## src/hw/rtl/mvs_pkg.sv

```systemverilog
// Shared widths, constants and types of the window statistics block.
`timescale 1ns / 1ps

package mvs_pkg;

   // Sample format and window limit.
   localparam int SAMPLE_BITS = 16;
   localparam int MAX_SAMPLES = 65536;

   // Accumulator widths: count holds MAX_SAMPLES itself.
   localparam int COUNT_BITS = 17;
   localparam int SUM_BITS   = 33;
   localparam int SQSUM_BITS = 47;

   // Result widths.
   localparam int MEAN_BITS = 16;
   localparam int VAR_BITS  = 32;
   localparam int SD_BITS   = 16;

   // Shared arithmetic unit and sequencer widths.
   localparam int WORK_BITS = 64;
   localparam int MAG_BITS  = 32;
   localparam int DEN_BITS  = 33;
   localparam int REM_BITS  = 34;
   localparam int ITER_BITS = 7;

   typedef logic signed [SAMPLE_BITS-1:0] sample_type;
   typedef logic signed [MEAN_BITS-1:0]   mean_type;
   typedef logic [VAR_BITS-1:0]           variance_type;
   typedef logic [SD_BITS-1:0]            std_dev_type;

endpackage

```

## src/hw/rtl/mvs_channels.sv

```systemverilog
// Valid/ready channel interfaces for sample, result and control words.
`timescale 1ns / 1ps

interface mvs_req_if;
   import mvs_pkg::*;

   logic       valid;
   logic       ready;
   sample_type sample;
   logic       last;

   modport source (output valid, output sample, output last, input ready);
   modport sink   (input valid, input sample, input last, output ready);
endinterface

interface mvs_rsp_if;
   import mvs_pkg::*;

   logic         valid;
   logic         ready;
   mean_type     mean;
   variance_type variance;
   std_dev_type  std_dev;
   logic         degenerate;

   modport source (output valid, output mean, output variance, output std_dev,
                   output degenerate, input ready);
   modport sink   (input valid, input mean, input variance, input std_dev,
                   input degenerate, output ready);
endinterface

interface mvs_csr_if;
   logic valid;
   logic ready;
   logic population_mode;

   modport source (output valid, output population_mode, input ready);
   modport sink   (input valid, input population_mode, output ready);
endinterface

```

## src/hw/rtl/mean_variance_stddev.sv

```systemverilog
// Window mean, variance and standard deviation over Q8.8 samples.
// Throughput: sample words without the last mark are taken back to back, one per cycle, while the core is idle.
// After the last word the shared adder runs a sequence: mean divide, two multiplies,
// subtract, multiply, divide and root; a one-sample window in sample mode ends after the
// mean divide. No word is taken during that sequence.
// Reset (synchronous): clears the accumulators, selects sample mode and empties the output.
`timescale 1ns / 1ps

module mean_variance_stddev_core (
   input logic     clock,
   input logic     reset,
   mvs_req_if.sink req_chan,
   mvs_rsp_if.source rsp_chan,
   mvs_csr_if.sink csr_chan
);
   import mvs_pkg::*;

   // Sequencer states.
   localparam logic [3:0] ST_IDLE     = 4'd0;
   localparam logic [3:0] ST_START    = 4'd1;
   localparam logic [3:0] ST_DIV_MEAN = 4'd2;
   localparam logic [3:0] ST_MUL_NS   = 4'd3;
   localparam logic [3:0] ST_MUL_SQ   = 4'd4;
   localparam logic [3:0] ST_SUB      = 4'd5;
   localparam logic [3:0] ST_MUL_ND   = 4'd6;
   localparam logic [3:0] ST_DIV_VAR  = 4'd7;
   localparam logic [3:0] ST_SQRT     = 4'd8;
   localparam logic [3:0] ST_DONE     = 4'd9;

   logic [3:0] state_ff, state_in;

   // Window accumulators and control register.
   logic [COUNT_BITS-1:0]      count_ff, count_in;
   logic signed [SUM_BITS-1:0] sum_ff, sum_in;
   logic [SQSUM_BITS-1:0]      sumsq_ff, sumsq_in;
   logic                       mode_ff, mode_in;

   // Working registers of the shared unit.
   logic [WORK_BITS-1:0] acc_ff, acc_in;
   logic [WORK_BITS-1:0] opa_ff, opa_in;
   logic [DEN_BITS-1:0]  opb_ff, opb_in;
   logic [WORK_BITS-1:0] num_ff, num_in;
   logic [DEN_BITS-1:0]  den_ff, den_in;
   logic [ITER_BITS-1:0] iter_ff, iter_in;
   logic                 neg_ff, neg_in;
   logic                 degen_ff, degen_in;
   mean_type             mean_ff, mean_in;
   variance_type         var_ff, var_in;

   // Output register.
   logic         rsp_valid_ff, rsp_valid_in;
   mean_type     rsp_mean_ff, rsp_mean_in;
   variance_type rsp_var_ff, rsp_var_in;
   std_dev_type  rsp_sd_ff, rsp_sd_in;
   logic         rsp_degen_ff, rsp_degen_in;

   logic                              req_fire;
   logic                              count_room;
   logic signed [2*SAMPLE_BITS-1:0]   sample_sq;
   logic [SUM_BITS-1:0]               sum_negated;
   logic [MAG_BITS-1:0]               sum_mag;
   logic [REM_BITS-1:0]               rem_shift;
   logic [WORK_BITS-1:0]              alu_x, alu_y;
   logic                              alu_sub;
   logic [WORK_BITS:0]                alu_out;
   logic                              alu_ge;
   logic [WORK_BITS-1:0]              mul_acc;
   logic [WORK_BITS-1:0]              div_rem;
   logic [WORK_BITS-1:0]              div_num;
   logic [WORK_BITS-1:0]              sqrt_rem;
   logic [WORK_BITS-1:0]              sqrt_res;
   logic [MAG_BITS-1:0]               mean_mag;
   logic [MAG_BITS-1:0]               mean_negated;
   logic [VAR_BITS-1:0]               var_sat;
   logic                              iter_last;

   // Handshakes: samples only while idle, control words at any time.
   assign req_chan.ready = (state_ff == ST_IDLE);
   assign csr_chan.ready = 1'b1;
   assign req_fire       = req_chan.valid && req_chan.ready;

   assign rsp_chan.valid      = rsp_valid_ff;
   assign rsp_chan.mean       = rsp_mean_ff;
   assign rsp_chan.variance   = rsp_var_ff;
   assign rsp_chan.std_dev    = rsp_sd_ff;
   assign rsp_chan.degenerate = rsp_degen_ff;

   // Per-sample square and the sum magnitude used by the final sequence.
   assign count_room  = (count_ff < COUNT_BITS'(MAX_SAMPLES));
   assign sample_sq   = req_chan.sample * req_chan.sample;
   assign sum_negated = SUM_BITS'(0) - sum_ff;
   assign sum_mag     = sum_ff[SUM_BITS-1] ? sum_negated[MAG_BITS-1:0] : sum_ff[MAG_BITS-1:0];

   // Operand selection for the one shared add/subtract unit.
   assign rem_shift = {acc_ff[REM_BITS-2:0], num_ff[WORK_BITS-1]};

   always_comb begin
      alu_x   = '0;
      alu_y   = '0;
      alu_sub = 1'b0;
      unique case (state_ff)
         ST_DIV_MEAN, ST_DIV_VAR: begin
            alu_x   = WORK_BITS'(rem_shift);
            alu_y   = WORK_BITS'(den_ff);
            alu_sub = 1'b1;
         end
         ST_MUL_NS, ST_MUL_SQ, ST_MUL_ND: begin
            alu_x   = acc_ff;
            alu_y   = opa_ff;
            alu_sub = 1'b0;
         end
         ST_SUB: begin
            alu_x   = num_ff;
            alu_y   = acc_ff;
            alu_sub = 1'b1;
         end
         ST_SQRT: begin
            alu_x   = acc_ff;
            alu_y   = opa_ff | WORK_BITS'(opb_ff);
            alu_sub = 1'b1;
         end
         default: begin
            alu_x   = '0;
            alu_y   = '0;
            alu_sub = 1'b0;
         end
      endcase
   end

   // On a subtract the carry out means the first operand was not below the second.
   assign alu_out = {1'b0, alu_x} + {1'b0, (alu_sub ? ~alu_y : alu_y)}
                  + (WORK_BITS+1)'(alu_sub);
   assign alu_ge  = alu_out[WORK_BITS];

   // Step results of the shift-add multiply, restoring divide and bitwise root.
   assign mul_acc  = opb_ff[0] ? alu_out[WORK_BITS-1:0] : acc_ff;
   assign div_rem  = alu_ge ? WORK_BITS'(alu_out[REM_BITS-1:0]) : WORK_BITS'(rem_shift);
   assign div_num  = {num_ff[WORK_BITS-2:0], alu_ge};
   assign sqrt_rem = alu_ge ? alu_out[WORK_BITS-1:0] : acc_ff;
   assign sqrt_res = alu_ge ? ((opa_ff >> 1) | WORK_BITS'(opb_ff)) : (opa_ff >> 1);

   assign mean_mag     = div_num[MAG_BITS-1:0];
   assign mean_negated = MAG_BITS'(0) - mean_mag;
   assign var_sat      = (|div_num[WORK_BITS-1:VAR_BITS]) ? '1 : div_num[VAR_BITS-1:0];
   assign iter_last    = (iter_ff == ITER_BITS'(1));

   // Sequencer and accumulators.
   always_comb begin
      state_in     = state_ff;
      count_in     = count_ff;
      sum_in       = sum_ff;
      sumsq_in     = sumsq_ff;
      mode_in      = mode_ff;
      acc_in       = acc_ff;
      opa_in       = opa_ff;
      opb_in       = opb_ff;
      num_in       = num_ff;
      den_in       = den_ff;
      iter_in      = iter_ff;
      neg_in       = neg_ff;
      degen_in     = degen_ff;
      mean_in      = mean_ff;
      var_in       = var_ff;
      rsp_valid_in = rsp_valid_ff;
      rsp_mean_in  = rsp_mean_ff;
      rsp_var_in   = rsp_var_ff;
      rsp_sd_in    = rsp_sd_ff;
      rsp_degen_in = rsp_degen_ff;

      if (csr_chan.valid && csr_chan.ready) begin
         mode_in = csr_chan.population_mode;
      end

      // A taken result word frees the output register.
      if (rsp_valid_ff && rsp_chan.ready) begin
         rsp_valid_in = 1'b0;
      end

      unique case (state_ff)
         ST_IDLE: begin
            if (req_fire) begin
               // Samples past the window limit are dropped, the last one included.
               if (count_room) begin
                  count_in = count_ff + COUNT_BITS'(1);
                  sum_in   = sum_ff + SUM_BITS'(req_chan.sample);
                  sumsq_in = sumsq_ff + SQSUM_BITS'($unsigned(sample_sq));
               end
               if (req_chan.last) begin
                  state_in = ST_START;
               end
            end
         end

         ST_START: begin
            // The magnitude goes into the upper half so 32 shifts leave the quotient low.
            degen_in = !mode_ff && (count_ff == COUNT_BITS'(1));
            neg_in   = sum_ff[SUM_BITS-1];
            num_in   = {sum_mag, MAG_BITS'(0)};
            acc_in   = '0;
            den_in   = DEN_BITS'(count_ff);
            iter_in  = ITER_BITS'(MAG_BITS);
            var_in   = '0;
            state_in = ST_DIV_MEAN;
         end

         ST_DIV_MEAN: begin
            acc_in  = div_rem;
            num_in  = div_num;
            iter_in = iter_ff - ITER_BITS'(1);
            if (iter_last) begin
               mean_in = neg_ff ? mean_negated[MEAN_BITS-1:0] : mean_mag[MEAN_BITS-1:0];
               if (degen_ff) begin
                  state_in = ST_DONE;
               end else begin
                  acc_in   = '0;
                  opa_in   = WORK_BITS'(sumsq_ff);
                  opb_in   = DEN_BITS'(count_ff);
                  iter_in  = ITER_BITS'(COUNT_BITS);
                  state_in = ST_MUL_NS;
               end
            end
         end

         ST_MUL_NS: begin
            // n times the sum of squares.
            acc_in  = mul_acc;
            opa_in  = opa_ff << 1;
            opb_in  = opb_ff >> 1;
            iter_in = iter_ff - ITER_BITS'(1);
            if (iter_last) begin
               num_in   = mul_acc;
               acc_in   = '0;
               opa_in   = WORK_BITS'(sum_mag);
               opb_in   = DEN_BITS'(sum_mag);
               iter_in  = ITER_BITS'(MAG_BITS);
               state_in = ST_MUL_SQ;
            end
         end

         ST_MUL_SQ: begin
            // Square of the sum magnitude.
            acc_in  = mul_acc;
            opa_in  = opa_ff << 1;
            opb_in  = opb_ff >> 1;
            iter_in = iter_ff - ITER_BITS'(1);
            if (iter_last) begin
               state_in = ST_SUB;
            end
         end

         ST_SUB: begin
            // The numerator floors at zero.
            num_in   = alu_ge ? alu_out[WORK_BITS-1:0] : '0;
            acc_in   = '0;
            opa_in   = WORK_BITS'(count_ff);
            opb_in   = mode_ff ? DEN_BITS'(count_ff) : DEN_BITS'(count_ff - COUNT_BITS'(1));
            iter_in  = ITER_BITS'(COUNT_BITS);
            state_in = ST_MUL_ND;
         end

         ST_MUL_ND: begin
            // Denominator n times d.
            acc_in  = mul_acc;
            opa_in  = opa_ff << 1;
            opb_in  = opb_ff >> 1;
            iter_in = iter_ff - ITER_BITS'(1);
            if (iter_last) begin
               den_in   = mul_acc[DEN_BITS-1:0];
               acc_in   = '0;
               iter_in  = ITER_BITS'(WORK_BITS);
               state_in = ST_DIV_VAR;
            end
         end

         ST_DIV_VAR: begin
            acc_in  = div_rem;
            num_in  = div_num;
            iter_in = iter_ff - ITER_BITS'(1);
            if (iter_last) begin
               // Saturate the quotient and seed the root with the top power of four.
               var_in   = var_sat;
               acc_in   = WORK_BITS'(var_sat);
               opa_in   = '0;
               opb_in   = DEN_BITS'(1) << (VAR_BITS - 2);
               iter_in  = ITER_BITS'(VAR_BITS / 2);
               state_in = ST_SQRT;
            end
         end

         ST_SQRT: begin
            acc_in  = sqrt_rem;
            opa_in  = sqrt_res;
            opb_in  = opb_ff >> 2;
            iter_in = iter_ff - ITER_BITS'(1);
            if (iter_last) begin
               state_in = ST_DONE;
            end
         end

         ST_DONE: begin
            // Load the result word once the output register is free, then clear the window.
            if (!rsp_valid_ff || rsp_chan.ready) begin
               rsp_valid_in = 1'b1;
               rsp_mean_in  = mean_ff;
               rsp_var_in   = var_ff;
               rsp_sd_in    = degen_ff ? '0 : opa_ff[SD_BITS-1:0];
               rsp_degen_in = degen_ff;
               count_in     = '0;
               sum_in       = '0;
               sumsq_in     = '0;
               state_in     = ST_IDLE;
            end
         end

         default: begin
            state_in = ST_IDLE;
         end
      endcase
   end

   // Control state.
   always_ff @(posedge clock) begin
      if (reset) begin
         state_ff     <= ST_IDLE;
         count_ff     <= '0;
         sum_ff       <= '0;
         sumsq_ff     <= '0;
         mode_ff      <= 1'b0;
         rsp_valid_ff <= 1'b0;
      end else begin
         state_ff     <= state_in;
         count_ff     <= count_in;
         sum_ff       <= sum_in;
         sumsq_ff     <= sumsq_in;
         mode_ff      <= mode_in;
         rsp_valid_ff <= rsp_valid_in;
      end
   end

   // Working and payload registers.
   always_ff @(posedge clock) begin
      acc_ff       <= acc_in;
      opa_ff       <= opa_in;
      opb_ff       <= opb_in;
      num_ff       <= num_in;
      den_ff       <= den_in;
      iter_ff      <= iter_in;
      neg_ff       <= neg_in;
      degen_ff     <= degen_in;
      mean_ff      <= mean_in;
      var_ff       <= var_in;
      rsp_mean_ff  <= rsp_mean_in;
      rsp_var_ff   <= rsp_var_in;
      rsp_sd_ff    <= rsp_sd_in;
      rsp_degen_ff <= rsp_degen_in;
   end

endmodule

```

## src/flat_wrapper.sv

```systemverilog
// flat-port wrapper written by rule: the top's interface ports become plain ports
module mean_variance_stddev_core_flat import mvs_pkg::*;
  (clock, reset, req_chan_valid, req_chan_sample, req_chan_last, req_chan_ready, rsp_chan_valid, rsp_chan_mean, rsp_chan_variance, rsp_chan_std_dev, rsp_chan_degenerate, rsp_chan_ready, csr_chan_valid, csr_chan_population_mode, csr_chan_ready);
  mvs_req_if req_chan_i ();
  mvs_rsp_if rsp_chan_i ();
  mvs_csr_if csr_chan_i ();
  input logic clock;
  input logic reset;
  input wire logic [$bits(req_chan_i.valid)-1:0] req_chan_valid;
  input wire logic [$bits(req_chan_i.sample)-1:0] req_chan_sample;
  input wire logic [$bits(req_chan_i.last)-1:0] req_chan_last;
  output wire logic [$bits(req_chan_i.ready)-1:0] req_chan_ready;
  output wire logic [$bits(rsp_chan_i.valid)-1:0] rsp_chan_valid;
  output wire logic [$bits(rsp_chan_i.mean)-1:0] rsp_chan_mean;
  output wire logic [$bits(rsp_chan_i.variance)-1:0] rsp_chan_variance;
  output wire logic [$bits(rsp_chan_i.std_dev)-1:0] rsp_chan_std_dev;
  output wire logic [$bits(rsp_chan_i.degenerate)-1:0] rsp_chan_degenerate;
  input wire logic [$bits(rsp_chan_i.ready)-1:0] rsp_chan_ready;
  input wire logic [$bits(csr_chan_i.valid)-1:0] csr_chan_valid;
  input wire logic [$bits(csr_chan_i.population_mode)-1:0] csr_chan_population_mode;
  output wire logic [$bits(csr_chan_i.ready)-1:0] csr_chan_ready;
  assign req_chan_i.valid = req_chan_valid;
  assign req_chan_i.sample = req_chan_sample;
  assign req_chan_i.last = req_chan_last;
  assign req_chan_ready = req_chan_i.ready;
  assign rsp_chan_valid = rsp_chan_i.valid;
  assign rsp_chan_mean = rsp_chan_i.mean;
  assign rsp_chan_variance = rsp_chan_i.variance;
  assign rsp_chan_std_dev = rsp_chan_i.std_dev;
  assign rsp_chan_degenerate = rsp_chan_i.degenerate;
  assign rsp_chan_i.ready = rsp_chan_ready;
  assign csr_chan_i.valid = csr_chan_valid;
  assign csr_chan_i.population_mode = csr_chan_population_mode;
  assign csr_chan_ready = csr_chan_i.ready;
  mean_variance_stddev_core u_core (.clock(clock), .reset(reset), .req_chan(req_chan_i), .rsp_chan(rsp_chan_i), .csr_chan(csr_chan_i));
endmodule
```

## config.mk

```make
export PLATFORM = sky130hd
export DESIGN_NAME = mean_variance_stddev_core_flat
export DESIGN_NICKNAME = d
export VERILOG_FILES = /design/src/hw/rtl/mvs_pkg.sv /design/src/hw/rtl/mvs_channels.sv /design/src/hw/rtl/mean_variance_stddev.sv /design/src/flat_wrapper.sv
export SDC_FILE = /design/constraint.sdc
export NUM_CORES = 2
export LEC_CHECK = 0
export ABC_AREA = 0
export BUFFER_PORTS_ARGS = -buffer_cell sky130_fd_sc_hd__buf_2
export CAP_MARGIN = 20
export CORE_MARGIN = 5
export CORE_UTILIZATION = 25
export DETAILED_ROUTE_END_ITERATION = 6
export MAX_ROUTING_LAYER = met4
export PLACE_DENSITY = 0.51
export SYNTH_ARGS = -nofsm -noshare
export SYNTH_HDL_FRONTEND = slang
export SYNTH_SLANG_ARGS = --single-unit
```

## constraint.sdc

```tcl
create_clock -name clock -period 11.5 [get_ports clock]
set_input_delay 2.875 -clock clock [delete_from_list [all_inputs] [get_ports clock]]
set_output_delay 2.875 -clock clock [all_outputs]
set_load 0.05 [all_outputs]
```

==> results_dict.tcl <==
set metrics [dict create \
    yosysMostFrequentCell "inv_1" \
    die_y_microns 419 \
    hold_violations 0 \
    max_stage_delay_ns 0.55 \
    overflow 0 \
    cts_buffer_depth 3 \
    initial_core_util_pct 25.1 \
    die_w_microns 419 \
    violations "DRC" \
    fp-row-count 150 \
    synth_top_area_cell "edfxtp_1" \
    htreeDepth 2 \
    core_area_sq_mm 0.166 \
    syn_area_per_cell_sq_um 9.04 \
    setup_violations 0 \
    die_area_sq_mm 0.175 \
    report.final.slew_viol_count 0 \
    vias_per_cell 5.28 \
    worst_setup_path_start_kind "input port" \
    required_ns 12.02 \
    synth_area_sq_mm 0.0417 \
    multiInputGateArea_sq_mm 0.0256 \
    grt_setup_unrepaired "no" \
    ys_warn_count 0 \
    routed_wirelength_microns 148000 \
    io_buffers 89 \
    yosys-top-cells-area "edfxtp_1 (27%), fa_1 (11%), ha_1 (6.8%)" \
    syn_to_final_growth_pct 12.1 \
    cp_num_buf_inv 7 \
    drt_iter0_markers 4011 \
    post-route-period-util_pct 92.6 \
    syn_inst 4616 \
    synth_edf_count 380 \
    antenna_found_initial 1 \
    grt_pass1_vias 35100 \
    crit_fanout 12 \
    yosys_register_bits 483 \
    layout.nets 5060 \
    hold_buffers 0 \
    io_pins 91 \
    fin_util_pct 28.1 \
    timing.fmax_mhz 93.9 \
    dpl.hpwl_microns 108000 \
    cts_tree "built" \
    seq_area_sq_mm 0.0135 \
    clk_pin_slew_ns 0.06 \
    clock-skew-final_ns 0.0367 \
    worstPathArrival_ns 11.17 \
    synth_cell_types 88 \
    finalSetupTns_ns 0 \
    async_flop_share_pct 0 \
    cts-buffers-inserted 59 \
    maxCapViolCount 0 \
    syn_nets 5105 \
    cpMaxStageDelayCell "fa_1" \
    post_cts_buffers 0 \
    criticalPathCategory "input port to register" \
    grt_pass1_wl_microns 224000 \
    synth_top_cell_area_share_pct 27.4 \
    n_fill_cell 17700 \
    end_kind "register" \
    post_cts_resized 0 \
    routedWlPerCell_microns 21.7 \
    critPathTopFamily "adder cells" \
    antenna_left 0 \
    period_needed_ns 10.65 \
    hold_slack_ns 0.418 \
    ys_seq_area_share_pct 32.3 \
    worst_slew_pin_slew_ns 1.14 \
    place_congestion 0.928 \
    ys_top_cells_by_count "inv_1 (452), nand2_1 (387), nor2_1 (381), edfxtp_1 (380), a21oi_1 (363)" \
    drc 10 \
    vias 36000 \
    grt_max_degree 72 \
    crit_path_frequent_cell "fa_1" \
    firstDrtPassIters 7 \
    cts.root.buffer_cell "clkbuf_16" \
    status "finished with violations" \
    drive_gt1_share_pct 7.49 \
    relSlewSlack_pct 24.1 \
    clock_sinks 483 \
    clock_latency_ns 0.66 \
    synth_flop_cell "edfxtp_1" \
    grt_use_total_pct 16.8 \
    hold_class "register to register" \
]
## worst reg2reg max path, delay by kind of cell, from the launching register on
family,cells,cell delay [ns]
simple gates,7,2.54
compound gates,7,2.21
buf+inv,4,1.73
xor+xnor,1,0.18
flops,1,0.75
fa+ha+maj,2,0.92
## stage by stage
stage	instance area, sq um	setup WS (ns)	cells
finish	46800	0.850	6826
global route	46700	0.240	6825
CTS	46700	0.855	6824
detailed placement	44700	0.129	6714
global placement	44700	0.238	6714
floorplan	41700	0.472	4616
## logic make-up after synthesis
family	share of synthesized area [%]
xor gates and xnor gates	4.70
other	0.00899
muxes	1.66
adders and majority gates	18.3
AOI/OAI and AO/OA	23.0
buffers and inverters	6.79
and+or+nand+nor	13.2
DFF	32.3
## registers in the layout, summed over array words and instances, names as in the netlist
signal,cells
u_core.opb_ff,33
u_core.rsp_chan.variance,32
u_core.den_ff,33
u_core.acc_ff,64
u_core.num_ff,64
u_core.degen_ff,1
u_core.rsp_chan.std_dev,16
u_core.mode_ff,1
u_core.iter_ff,7
u_core.neg_ff,1
u_core.rsp_chan.degenerate,1
u_core.rsp_chan.mean,16
u_core.mean_ff,16
u_core.rsp_chan.valid,1
u_core.sumsq_ff,47
u_core.sum_ff,33
u_core.state_ff,4
u_core.opa_ff,64
u_core.var_ff,32
u_core.count_ff,17
## layout make-up
class                      instances  area share (%)
antenna                            2          0.0107
clock buffer                      75            3.60
clock inverter                    35           0.798
inverter                         454            3.65
multi-input combinational       3386            54.7
sequential                       483            28.8
tap                             2204            5.90
timing repair buffer             187            2.53
## metal layers
| layer | GRT usage (%) | routed length (microns) |
|---|---|---|
| met2 | 25.5 | 64500 |
| met4 | 5.58 | 5570 |
| met1 | 23.3 | 67200 |
| met3 | 2.15 | 10800 |
| met5 | - | 0 |
## path summary, 6_finish.rpt
| check | start | endpoint | slack (ns) | cells past startpoint |
|---|---|---|---|---|
| max | req_chan_sample[15] | u_core.sumsq_ff[37] | 0.85 | 34 |
| min | u_core.var_ff[19] | u_core.rsp_chan.variance[19] | 0.42 | 0 |
| max reg2reg | u_core.state_ff[1] | u_core.mean_ff[14] | 2.90 | 21 |
| min reg2reg | u_core.var_ff[19] | u_core.rsp_chan.variance[19] | 0.42 | 0 |
## cells in the final DEF, fill, tap and decap left out, types with 85 or more instances in the layout
| cell type | n |
|---|---|
| inv_1 | 451 |
| nand2_1 | 385 |
| edfxtp_1 | 380 |
| nor2_1 | 374 |
| a21oi_1 | 361 |
| o21ai_0 | 316 |
| fa_1 | 239 |
| ha_1 | 227 |
| xnor2_1 | 142 |
| dfxtp_1 | 100 |
| buf_4 | 98 |
| buf_2 | 89 |
| a22oi_1 | 88 |
| nand3_1 | 88 |
| a21o_1 | 85 |
Power is left out: the tool's default activity adds up to more than one toggle a clock period on the data nets, which glitch-free logic cannot reach.
